$ cat config.mk
export PLATFORM = sky130hd
export DESIGN_NAME = controller_input_conditioner_flat
export DESIGN_NICKNAME = d
export VERILOG_FILES = /design/src/cic_pkg.sv /design/src/cic_if.sv /design/src/cic_cfg_regs.sv /design/src/cic_cond.sv /design/src/controller_input_conditioner.sv /design/src/flat_wrapper.sv
export SDC_FILE = /design/constraint.sdc
export NUM_CORES = 2
export LEC_CHECK = 0
export CORE_MARGIN = 3
export CORE_UTILIZATION = 55
export CTS_BUF_LIST = sky130_fd_sc_hd__clkbuf_16
export DETAILED_ROUTE_END_ITERATION = 16
export DONT_BUFFER_PORTS = 1
export PLACE_DENSITY = 0.73
export SYNTH_ARGS = -nofsm -noshare
export SYNTH_HDL_FRONTEND = slang
export SYNTH_SLANG_ARGS = --single-unit
$ cat constraint.sdc
create_clock -name i_clk -period 8.4 [get_ports i_clk]
set_clock_uncertainty 0.1 [all_clocks]
set_input_delay 0.42 -clock i_clk [delete_from_list [all_inputs] [get_ports i_clk]]
set_output_delay 0.42 -clock i_clk [all_outputs]
set_load 0.03 [all_outputs]
$ cat src/cic_pkg.sv
// Package for the controller input conditioner: sizes, codes, register
// indexes and the structs shared by the modules. Depends on nothing.
`default_nettype none

package cic_pkg;

    // Channel counts of the per-channel state.
    localparam int SLIDER_CHANNELS = 32;
    localparam int AIR_CHANNELS    = 6;
    localparam int SL_IDX_W  = (SLIDER_CHANNELS > 1) ? $clog2(SLIDER_CHANNELS) : 1;
    localparam int AIR_IDX_W = (AIR_CHANNELS > 1) ? $clog2(AIR_CHANNELS) : 1;

    // Field widths.
    localparam int KIND_W  = 2;
    localparam int CHAN_W  = 5;
    localparam int VAL_W   = 8;
    localparam int PID_W   = 32;
    localparam int ALPHA_W = 9;
    localparam int AVG_W   = 16;

    // Configuration port.
    localparam int CFG_IDX_W  = 3;
    localparam int CFG_DATA_W = 9;
    localparam logic [CFG_IDX_W-1:0] CFG_DEADZONE          = 3'd0;
    localparam logic [CFG_IDX_W-1:0] CFG_EMA_ALPHA         = 3'd1;
    localparam logic [CFG_IDX_W-1:0] CFG_AIR_ON_THRESHOLD  = 3'd2;
    localparam logic [CFG_IDX_W-1:0] CFG_AIR_OFF_THRESHOLD = 3'd3;
    localparam logic [CFG_IDX_W-1:0] CFG_DEBOUNCE_FRAMES   = 3'd4;

    // Register reset values.
    localparam logic [VAL_W-1:0]   RST_DEADZONE  = 8'd0;
    localparam logic [ALPHA_W-1:0] RST_ALPHA     = 9'd0;
    localparam logic [VAL_W-1:0]   RST_AIR_ON    = 8'd128;
    localparam logic [VAL_W-1:0]   RST_AIR_OFF   = 8'd64;
    localparam logic [VAL_W-1:0]   RST_DEBOUNCE  = 8'd2;

    // Full weight of the average, in 1/256 steps.
    localparam logic [ALPHA_W-1:0] ALPHA_ONE = 9'd256;

    // Element kinds.
    localparam logic [KIND_W-1:0] KIND_SLIDER  = 2'd0;
    localparam logic [KIND_W-1:0] KIND_AIR     = 2'd1;
    localparam logic [KIND_W-1:0] KIND_TEST    = 2'd2;
    localparam logic [KIND_W-1:0] KIND_SERVICE = 2'd3;

    // Current configuration.
    typedef struct packed {
        logic [VAL_W-1:0]   deadzone;
        logic [ALPHA_W-1:0] ema_alpha;
        logic [VAL_W-1:0]   air_on_threshold;
        logic [VAL_W-1:0]   air_off_threshold;
        logic [VAL_W-1:0]   debounce_frames;
    } t_cfg;

    // One sensor element.
    typedef struct packed {
        logic [KIND_W-1:0] req_type;
        logic [CHAN_W-1:0] channel;
        logic [VAL_W-1:0]  raw_value;
        logic [PID_W-1:0]  pkt_id;
        logic              packet_start;
    } t_in_item;

    // Result of conditioning one element.
    typedef struct packed {
        logic              has_result;
        logic [KIND_W-1:0] out_kind;
        logic [CHAN_W-1:0] out_channel;
        logic [VAL_W-1:0]  out_value;
    } t_cond_res;

endpackage

`default_nettype wire

$ cat src/cic_if.sv
// Handshake channel interfaces of the controller input conditioner:
// element input, result output and configuration write. Uses cic_pkg.
`default_nettype none

interface cic_in_if;
    logic                       valid;
    logic                       ready;
    logic [cic_pkg::KIND_W-1:0] req_type;
    logic [cic_pkg::CHAN_W-1:0] channel;
    logic [cic_pkg::VAL_W-1:0]  raw_value;
    logic [cic_pkg::PID_W-1:0]  pkt_id;
    logic                       packet_start;

    modport source (output valid, req_type, channel, raw_value, pkt_id, packet_start,
                    input ready);
    modport sink (input valid, req_type, channel, raw_value, pkt_id, packet_start,
                  output ready);
endinterface

interface cic_out_if;
    logic                       valid;
    logic                       ready;
    logic [cic_pkg::KIND_W-1:0] out_kind;
    logic [cic_pkg::CHAN_W-1:0] out_channel;
    logic [cic_pkg::VAL_W-1:0]  out_value;

    modport source (output valid, out_kind, out_channel, out_value, input ready);
    modport sink (input valid, out_kind, out_channel, out_value, output ready);
endinterface

interface cic_cfg_if;
    logic                           valid;
    logic                           ready;
    logic [cic_pkg::CFG_IDX_W-1:0]  index;
    logic [cic_pkg::CFG_DATA_W-1:0] data;

    modport source (output valid, index, data, input ready);
    modport sink (input valid, index, data, output ready);
endinterface

`default_nettype wire

$ cat src/cic_cfg_regs.sv
// Configuration register file of the controller input conditioner.
// Uses cic_pkg and the cic_cfg_if interface.
`default_nettype none

module cic_cfg_regs (
    input  wire logic           i_clk,
    input  wire logic           i_rst_n,
    cic_cfg_if.sink             i_cfg,
    output cic_pkg::t_cfg       o_cfg
);

    cic_pkg::t_cfg r_cfg;

    // Writes are always taken; unknown indexes are ignored.
    assign i_cfg.ready = 1'b1;
    assign o_cfg       = r_cfg;

    always_ff @(posedge i_clk) begin
        if (!i_rst_n) begin
            r_cfg.deadzone          <= cic_pkg::RST_DEADZONE;
            r_cfg.ema_alpha         <= cic_pkg::RST_ALPHA;
            r_cfg.air_on_threshold  <= cic_pkg::RST_AIR_ON;
            r_cfg.air_off_threshold <= cic_pkg::RST_AIR_OFF;
            r_cfg.debounce_frames   <= cic_pkg::RST_DEBOUNCE;
        end else if (i_cfg.valid) begin
            unique case (i_cfg.index)
                cic_pkg::CFG_DEADZONE:
                    r_cfg.deadzone <= i_cfg.data[cic_pkg::VAL_W-1:0];
                cic_pkg::CFG_EMA_ALPHA:
                    r_cfg.ema_alpha <= i_cfg.data[cic_pkg::ALPHA_W-1:0];
                cic_pkg::CFG_AIR_ON_THRESHOLD:
                    r_cfg.air_on_threshold <= i_cfg.data[cic_pkg::VAL_W-1:0];
                cic_pkg::CFG_AIR_OFF_THRESHOLD:
                    r_cfg.air_off_threshold <= i_cfg.data[cic_pkg::VAL_W-1:0];
                cic_pkg::CFG_DEBOUNCE_FRAMES:
                    r_cfg.debounce_frames <= i_cfg.data[cic_pkg::VAL_W-1:0];
                default: begin
                end
            endcase
        end
    end

endmodule

`default_nettype wire

$ cat src/cic_cond.sv
// Per-channel state and single-pass conditioning of one element: packet
// duplicate check, slider deadzone and average, air hysteresis, button
// debounce. Uses cic_pkg.
`default_nettype none

module cic_cond (
    input  wire logic               i_clk,
    input  wire logic               i_rst_n,
    input  wire cic_pkg::t_cfg      i_cfg,
    input  wire cic_pkg::t_in_item  i_item,
    input  wire logic               i_commit,
    output cic_pkg::t_cond_res      o_res
);

    // State.
    logic [cic_pkg::AVG_W-1:0] r_slider_avg [cic_pkg::SLIDER_CHANNELS];
    logic [cic_pkg::AIR_CHANNELS-1:0] r_air_active;
    logic [cic_pkg::VAL_W-1:0] r_btn_last  [2];
    logic [cic_pkg::VAL_W-1:0] r_btn_count [2];
    logic [cic_pkg::VAL_W-1:0] r_btn_stable[2];
    logic [cic_pkg::PID_W-1:0] r_prev_pid;
    logic                      r_seen;
    logic                      r_drop;

    // Next values and decode.
    logic                         n_drop;
    logic                         dup;
    logic                         is_slider;
    logic                         is_air;
    logic                         is_button;
    logic                         sl_in_range;
    logic                         air_in_range;
    logic [cic_pkg::SL_IDX_W-1:0] sl_idx;
    logic [cic_pkg::AIR_IDX_W-1:0] air_idx;
    logic                         btn_idx;
    logic [cic_pkg::VAL_W-1:0]    x;
    logic [cic_pkg::ALPHA_W-1:0]  a;
    logic [cic_pkg::ALPHA_W-1:0]  a_inv;
    logic [cic_pkg::AVG_W-1:0]    avg_cur;
    logic [16:0]                  prod_new;
    logic [24:0]                  prod_old;
    logic [25:0]                  acc;
    logic [cic_pkg::AVG_W-1:0]    n_avg;
    logic                         air_cur;
    logic                         n_air;
    logic                         btn_same;
    logic                         btn_count_up;
    logic [cic_pkg::VAL_W-1:0]    n_btn_stable;
    logic [cic_pkg::VAL_W-1:0]    value;

    // Duplicate packet check at packet start.
    assign dup    = r_seen && (i_item.pkt_id != '0) && (i_item.pkt_id == r_prev_pid);
    assign n_drop = i_item.packet_start ? dup : r_drop;

    // Kind decode and channel range checks.
    assign is_slider    = (i_item.req_type == cic_pkg::KIND_SLIDER);
    assign is_air       = (i_item.req_type == cic_pkg::KIND_AIR);
    assign is_button    = (i_item.req_type == cic_pkg::KIND_TEST) ||
                          (i_item.req_type == cic_pkg::KIND_SERVICE);
    assign sl_in_range  = ({1'b0, i_item.channel} < 6'(cic_pkg::SLIDER_CHANNELS));
    assign air_in_range = ({1'b0, i_item.channel} < 6'(cic_pkg::AIR_CHANNELS));
    assign sl_idx       = i_item.channel[cic_pkg::SL_IDX_W-1:0];
    assign air_idx      = i_item.channel[cic_pkg::AIR_IDX_W-1:0];
    assign btn_idx      = (i_item.req_type == cic_pkg::KIND_SERVICE);

    // Slider: deadzone, then average weighted by the clamped alpha.
    assign x        = (i_item.raw_value <= i_cfg.deadzone) ? '0 : i_item.raw_value;
    assign a        = (i_cfg.ema_alpha > cic_pkg::ALPHA_ONE) ? cic_pkg::ALPHA_ONE
                                                             : i_cfg.ema_alpha;
    assign a_inv    = cic_pkg::ALPHA_ONE - a;
    assign avg_cur  = r_slider_avg[sl_idx];
    assign prod_new = 17'(a * x);
    assign prod_old = 25'(a_inv * avg_cur);
    assign acc      = {1'b0, prod_new, 8'd0} + {1'b0, prod_old};
    assign n_avg    = acc[23:8];

    // Air: hysteresis between the on and off thresholds.
    assign air_cur = r_air_active[air_idx];
    always_comb begin
        n_air = air_cur;
        if (!air_cur && (i_item.raw_value >= i_cfg.air_on_threshold)) begin
            n_air = 1'b1;
        end else if (air_cur && (i_item.raw_value <= i_cfg.air_off_threshold)) begin
            n_air = 1'b0;
        end
    end

    // Button: confirm a level once it has held for the set frame count.
    assign btn_same     = (i_item.raw_value == r_btn_last[btn_idx]);
    assign btn_count_up = btn_same && (r_btn_count[btn_idx] < i_cfg.debounce_frames);
    assign n_btn_stable = (btn_same && !btn_count_up) ? i_item.raw_value
                                                      : r_btn_stable[btn_idx];

    // Result selection.
    always_comb begin
        value             = '0;
        o_res.has_result  = 1'b0;
        o_res.out_kind    = i_item.req_type;
        o_res.out_channel = i_item.channel;
        if (is_slider) begin
            value            = (a == '0) ? x : n_avg[15:8];
            o_res.has_result = !n_drop && sl_in_range;
        end else if (is_air) begin
            value            = n_air ? i_item.raw_value : '0;
            o_res.has_result = !n_drop && air_in_range;
        end else begin
            value             = n_btn_stable;
            o_res.out_channel = '0;
            o_res.has_result  = !n_drop;
        end
        o_res.out_value = value;
    end

    // Packet tracking state.
    always_ff @(posedge i_clk) begin
        if (!i_rst_n) begin
            r_prev_pid <= '0;
            r_seen     <= 1'b0;
            r_drop     <= 1'b0;
        end else if (i_commit && i_item.packet_start) begin
            r_drop <= dup;
            if (!dup) begin
                r_prev_pid <= i_item.pkt_id;
                r_seen     <= 1'b1;
            end
        end
    end

    // Per-channel conditioning state, written once per committed element.
    always_ff @(posedge i_clk) begin
        if (!i_rst_n) begin
            for (int i = 0; i < cic_pkg::SLIDER_CHANNELS; i++) begin
                r_slider_avg[i] <= '0;
            end
            r_air_active <= '0;
            for (int i = 0; i < 2; i++) begin
                r_btn_last[i]   <= '0;
                r_btn_count[i]  <= '0;
                r_btn_stable[i] <= '0;
            end
        end else if (i_commit && !n_drop) begin
            if (is_slider && sl_in_range && (a != '0)) begin
                r_slider_avg[sl_idx] <= n_avg;
            end
            if (is_air && air_in_range) begin
                r_air_active[air_idx] <= n_air;
            end
            if (is_button) begin
                r_btn_stable[btn_idx] <= n_btn_stable;
                if (!btn_same) begin
                    r_btn_last[btn_idx]  <= i_item.raw_value;
                    r_btn_count[btn_idx] <= 8'd1;
                end else if (btn_count_up) begin
                    r_btn_count[btn_idx] <= r_btn_count[btn_idx] + 8'd1;
                end
            end
        end
    end

endmodule

`default_nettype wire

$ cat src/controller_input_conditioner.sv
// Controller input conditioner: an input register, one pass of conditioning
// against per-channel state, and a result register.
// Throughput: one element per cycle unless a result held in the result register
// is not taken; the per-channel state is updated as each element moves from
// the input register to the result register.
// Reset (synchronous, active low) clears the valid flags and per-channel state and loads register defaults.
`default_nettype none

module controller_input_conditioner (
    input  wire logic i_clk,
    input  wire logic i_rst_n,
    cic_in_if.sink    i_in,
    cic_cfg_if.sink   i_cfg,
    cic_out_if.source o_out
);

    cic_pkg::t_cfg      cfg;
    cic_pkg::t_in_item  r_s1_item;
    logic               r_s1_valid;
    cic_pkg::t_cond_res res;
    logic               s1_go;
    logic               r_out_valid;
    logic [cic_pkg::KIND_W-1:0] r_out_kind;
    logic [cic_pkg::CHAN_W-1:0] r_out_channel;
    logic [cic_pkg::VAL_W-1:0]  r_out_value;

    cic_cfg_regs u_cfg (
        .i_clk   (i_clk),
        .i_rst_n (i_rst_n),
        .i_cfg   (i_cfg),
        .o_cfg   (cfg)
    );

    cic_cond u_cond (
        .i_clk    (i_clk),
        .i_rst_n  (i_rst_n),
        .i_cfg    (cfg),
        .i_item   (r_s1_item),
        .i_commit (s1_go),
        .o_res    (res)
    );

    // The held element moves on whenever the result register is free.
    assign s1_go      = r_s1_valid && (!r_out_valid || o_out.ready);
    assign i_in.ready = !r_s1_valid || s1_go;

    // Input register.
    always_ff @(posedge i_clk) begin
        if (!i_rst_n) begin
            r_s1_valid <= 1'b0;
        end else if (i_in.ready) begin
            r_s1_valid <= i_in.valid;
        end
    end

    always_ff @(posedge i_clk) begin
        if (i_in.ready && i_in.valid) begin
            r_s1_item.req_type     <= i_in.req_type;
            r_s1_item.channel      <= i_in.channel;
            r_s1_item.raw_value    <= i_in.raw_value;
            r_s1_item.pkt_id       <= i_in.pkt_id;
            r_s1_item.packet_start <= i_in.packet_start;
        end
    end

    // Result register; dropped elements and out-of-range channels leave it empty.
    always_ff @(posedge i_clk) begin
        if (!i_rst_n) begin
            r_out_valid <= 1'b0;
        end else if (s1_go) begin
            r_out_valid <= res.has_result;
        end else if (o_out.ready) begin
            r_out_valid <= 1'b0;
        end
    end

    always_ff @(posedge i_clk) begin
        if (s1_go) begin
            r_out_kind    <= res.out_kind;
            r_out_channel <= res.out_channel;
            r_out_value   <= res.out_value;
        end
    end

    assign o_out.valid       = r_out_valid;
    assign o_out.out_kind    = r_out_kind;
    assign o_out.out_channel = r_out_channel;
    assign o_out.out_value   = r_out_value;

endmodule

`default_nettype wire

$ cat src/flat_wrapper.sv
// flat-port wrapper written by rule: the top's interface ports become plain ports
module controller_input_conditioner_flat 
  (i_clk, i_rst_n, i_in_valid, i_in_req_type, i_in_channel, i_in_raw_value, i_in_pkt_id, i_in_packet_start, i_in_ready, i_cfg_valid, i_cfg_index, i_cfg_data, i_cfg_ready, o_out_valid, o_out_out_kind, o_out_out_channel, o_out_out_value, o_out_ready);
  cic_in_if i_in_i ();
  cic_cfg_if i_cfg_i ();
  cic_out_if o_out_i ();
  input  wire logic i_clk;
  input  wire logic i_rst_n;
  input wire logic [$bits(i_in_i.valid)-1:0] i_in_valid;
  input wire logic [$bits(i_in_i.req_type)-1:0] i_in_req_type;
  input wire logic [$bits(i_in_i.channel)-1:0] i_in_channel;
  input wire logic [$bits(i_in_i.raw_value)-1:0] i_in_raw_value;
  input wire logic [$bits(i_in_i.pkt_id)-1:0] i_in_pkt_id;
  input wire logic [$bits(i_in_i.packet_start)-1:0] i_in_packet_start;
  output wire logic [$bits(i_in_i.ready)-1:0] i_in_ready;
  input wire logic [$bits(i_cfg_i.valid)-1:0] i_cfg_valid;
  input wire logic [$bits(i_cfg_i.index)-1:0] i_cfg_index;
  input wire logic [$bits(i_cfg_i.data)-1:0] i_cfg_data;
  output wire logic [$bits(i_cfg_i.ready)-1:0] i_cfg_ready;
  output wire logic [$bits(o_out_i.valid)-1:0] o_out_valid;
  output wire logic [$bits(o_out_i.out_kind)-1:0] o_out_out_kind;
  output wire logic [$bits(o_out_i.out_channel)-1:0] o_out_out_channel;
  output wire logic [$bits(o_out_i.out_value)-1:0] o_out_out_value;
  input wire logic [$bits(o_out_i.ready)-1:0] o_out_ready;
  assign i_in_i.valid = i_in_valid;
  assign i_in_i.req_type = i_in_req_type;
  assign i_in_i.channel = i_in_channel;
  assign i_in_i.raw_value = i_in_raw_value;
  assign i_in_i.pkt_id = i_in_pkt_id;
  assign i_in_i.packet_start = i_in_packet_start;
  assign i_in_ready = i_in_i.ready;
  assign i_cfg_i.valid = i_cfg_valid;
  assign i_cfg_i.index = i_cfg_index;
  assign i_cfg_i.data = i_cfg_data;
  assign i_cfg_ready = i_cfg_i.ready;
  assign o_out_valid = o_out_i.valid;
  assign o_out_out_kind = o_out_i.out_kind;
  assign o_out_out_channel = o_out_i.out_channel;
  assign o_out_out_value = o_out_i.out_value;
  assign o_out_i.ready = o_out_ready;
  controller_input_conditioner u_core (.i_clk(i_clk), .i_rst_n(i_rst_n), .i_in(i_in_i), .i_cfg(i_cfg_i), .o_out(o_out_i));
endmodule
==> results.sh <==
export IMPL_status="completed"
export IMPL_setup_tns_ns=0
export IMPL_async_reset_ff_frac=0
export IMPL_endpoint_kind="flop"
export IMPL_synthTopCellsByCount="640 x nor2_1, 623 x edfxtp_1, 286 x nand2_1"
export IMPL_synth_top_family_by_area="simple AND/OR/NAND/NOR gates"
export IMPL_synthAdderAreaFrac=0.1155
export IMPL_numCtsBuffers=72
export IMPL_grt_util_met2=0.4303
export IMPL_p_seq_frac=0.380
export IMPL_fin_cells=4203
export IMPL_synth_edff_count=623
export IMPL_gp_congestion=0.8640
export IMPL_power_density_nw_per_um2=247.4
export IMPL_clk_latency_ns=0.63
export IMPL_synth_top_area_cell="edfxtp_1"
export IMPL_drv_cap=0
export IMPL_slowest_stage="dfxtp_4"
export IMPL_drt_total_wl_um=98800
export IMPL_grt_max_degree=84
export IMPL_nNetsFinal=3541
export IMPL_place_area_um2=39840
export IMPL_drive_above_1_share=0.1281
export IMPL_avgSynthCellArea_um2=12.13
export IMPL_antenna_found_initial=2
export IMPL_ys_seq_area_frac=0.5326
export IMPL_io_buffers=0
export IMPL_root_buffer="clkbuf_16"
export IMPL_ys_types=72
export IMPL_drv_slew=0
export IMPL_die_w_um=270.4
export IMPL_min_period_ns=8.079
export IMPL_synth_top_cell_area_share=0.4868
export IMPL_wire_per_inst_um=23.51
export IMPL_worst_setup_path_start_kind="flop"
export IMPL_cp_top_family="adder cells"
export IMPL_setup_viol=0
export IMPL_cts_htree_levels=3
export IMPL_vias=25320
export IMPL_stdcell_area_um2=42980
export IMPL_cp_num_buf_inv=6
export IMPL_core_area_um2=68950
export IMPL_p_sw_frac=0.3521
export IMPL_die_y_um=270.4
export IMPL_p_comb_frac=0.321
export IMPL_worst_path_largest_cell_delay_ns=0.63
export IMPL_p_int_mw=6.890
export IMPL_max_slew_margin=0.1638
export IMPL_die_area_um2=73090
export IMPL_cp_common_cell="fa_1"
export IMPL_regArea_um2=20480
export IMPL_syn_num_nets=3497
export IMPL_synth_xor_xnor_area_share=0.01966
export IMPL_grt_first_pass_wirelength_um=151400
export IMPL_area_growth_syn_to_layout_pct=11.83
export IMPL_cts_reportedPaths_clkPinSlew_ns=0.06
export IMPL_finalPower_mw=10.63
export IMPL_num_rows=96
export IMPL_dp_hpwl_um=65170
export IMPL_start_util=0.5575
export IMPL_grt_overflow_total=0
export IMPL_arrival_ns=8.31
export IMPL_ys_ff_latch=711
export IMPL_yosysMostFrequentCell="nor2_1"
export IMPL_drt_iter0_drc=2934
export IMPL_finalCritPeriodShare=0.9618
export IMPL_drt_first_pass_iters=6
export IMPL_worstMarginPinSlew_ns=1.250
export IMPL_muxShareOfSynthArea=0.1144
export IMPL_clock_sinks=711
export IMPL_crit_fanout=32
export IMPL_met1_usage=0.3650
export IMPL_post_place_ws_ns=0.2726
export IMPL_p_leak_nw=16.57
export IMPL_num_fill_cells=5133
export IMPL_setup_slack_ns=0.3207
export IMPL_tritoncts="yes"
export IMPL_place_inst=3999
export IMPL_grt_busiest_layer="met2"
export IMPL_grt_pass1_vias=26030
export IMPL_synthSimpleGateAreaFrac=0.1375
export IMPL_ys_flop_type="edfxtp_1"
export IMPL_hold_viol_final=0
export IMPL_multi_input_area_um2=16420
export IMPL_synth_compound_area_frac=0.03474
export IMPL_ys_top_cells_by_area="edfxtp_1 49%, mux4_2 8.2%, fa_1 8.0%, nor2_1 6.3%, dfxtp_1 4.6%"
export IMPL_hp_start="i_cfg_index[1]"
export IMPL_required_ns=8.63
export IMPL_p_clk_frac=0.298
export IMPL_path_class="reg -> reg"
export IMPL_vias_per_cell=6.023
export IMPL_io_pins=83
export IMPL_max_freq_mhz=123.8
export IMPL_syn_inst=3169
export IMPL_cts_max_path_buffers=3
export IMPL_drc=0
export IMPL_syn_cell_area_um2=38430
export IMPL_met3_usage=0.05916
export IMPL_synth_warnings=0
export IMPL_p_sw_mw=3.744
export IMPL_vdd_drop_max_uv=444.6
export IMPL_hp_class="in -> reg"
export IMPL_gr_usage_all_layers=0.2698
export IMPL_postRouteAntennaNets=0
-- layout make-up --
| cell class | instances | area share |
|---|---|---|
| diodes | 2 | 0.0001164 |
| clock buffers | 73 | 0.04250 |
| clock inverters | 58 | 0.01129 |
| inverters | 250 | 0.02183 |
| multi-input cells | 2022 | 0.3820 |
| flip-flops and latches | 711 | 0.4765 |
| well taps | 931 | 0.02710 |
| repair buffers | 156 | 0.03872 |
-- cells in the final DEF, fill, tap and decap left out, types with 7 or more instances in the layout --
master           n
ha_1           108
fa_1           153
a21oi_1         31
mux4_2         140
a22oi_1         11
o211ai_1         7
nand3_1         41
nand2_1        285
mux2_2          27
clkinv_2         8
buf_4           68
nor4_1          15
and2_1          22
mux2i_1         94
o21a_1           8
inv_1          271
bufinv_16        7
nor3_1          20
dlygate4sd3_1   61
clkinv_1        14
a21boi_0        38
nor2_2          15
xnor2_1         25
nor2_1         639
buf_12          22
edfxtp_1       623
o21ai_0         28
nand4_1         24
nor2b_1        102
clkbuf_16       74
xor2_1          43
xnor2_2          9
nand2b_1        26
dfxtp_1         85
a21o_1          14
-- routing by layer --
metal	share of wire	wire length (um)
met1	0.38	37650
met2	0.47	46270
met3	0.11	10970
met4	0.039	3895
met5	0.00013	13
-- state kept, by name (all words and copies together) (netlist names), named ones only --
register,cells
u_core.r_s1_item,48
u_core.r_s1_valid,1
u_core.u_cond.r_btn_last,16
u_core.o_out.valid,1
u_core.o_out.out_kind,2
u_core.o_out.out_value,8
u_core.u_cond.r_btn_stable,16
u_core.u_cond.r_btn_count,16
u_core.u_cond.r_prev_pid,32
u_core.o_out.out_channel,5
u_core.u_cond.r_air_active,6
u_core.u_cond.r_drop,1
u_core.u_cfg.o_cfg,41
u_core.u_cond.r_seen,1
u_core.u_cond.r_slider_avg,512
-- worst register-to-register path: cells and delay by family (launching register included) --
kind | cells | cell delay, ns
flops | 1 | 0.63
simple gates | 5 | 0.66
buf+inv | 6 | 0.67
compound gates | 4 | 1.18
xor+xnor | 1 | 0.21
fa+ha+maj | 6 | 2.82
mux | 3 | 1.54
-- power by group through the flow --
stage | clock, mW | sequential [mW] | combinational, mW
final | 3.17 | 4.04 | 3.42
after global routing | 3.33 | 4.05 | 3.61
after CTS | 3.19 | 4.04 | 3.31
after detailed placement | 0 | 4.12 | 3.25
after global placement | 0 | 4.11 | 3.18
after floorplan | 0 | 4.08 | 1.92
-- metrics by stage --
step                  util  hold slack [ns]
floorplan                -           0.3206
global placement    0.5778           0.3491
detailed placement  0.5778           0.3568
CTS                 0.6206         0.001641
global route        0.6233          0.05013
finish              0.6234          0.03786
-- what timing repair did --
item                                   4_1_cts  5_1_grt
hold buffers                                62        0
buffers inserted                             0        7
endpoints found under the hold margin      136        0
setup endpoints to repair                    0      199
gates resized for setup                      0       19
-- worst paths after layout --
path,endpoint,slack [ns],depth (start not counted)
max,u_core.u_cond.r_slider_avg[10][14]$_SDFFCE_PN0P_,0.32,25
min,u_core.u_cfg.o_cfg[31]$_SDFFE_PN0P_,0.04,3
max reg2reg,u_core.u_cond.r_slider_avg[10][14]$_SDFFCE_PN0P_,0.32,25
min reg2reg,u_core.u_cfg.o_cfg[20]$_SDFFE_PN0P_,0.36,2
-- kinds of logic (layout without fill, tap and decap cells) --
family | count (synthesis) | count (layout)
simple gates | 1223 | 1223
flops | 711 | 711
buf+inv | 436 | 537
fa+ha+maj | 263 | 263
mux | 261 | 261
compound gates | 191 | 191
xor+xnor | 83 | 83
other cells | 1 | 3
No activity file was read; power rests on OpenSTA's default activity.
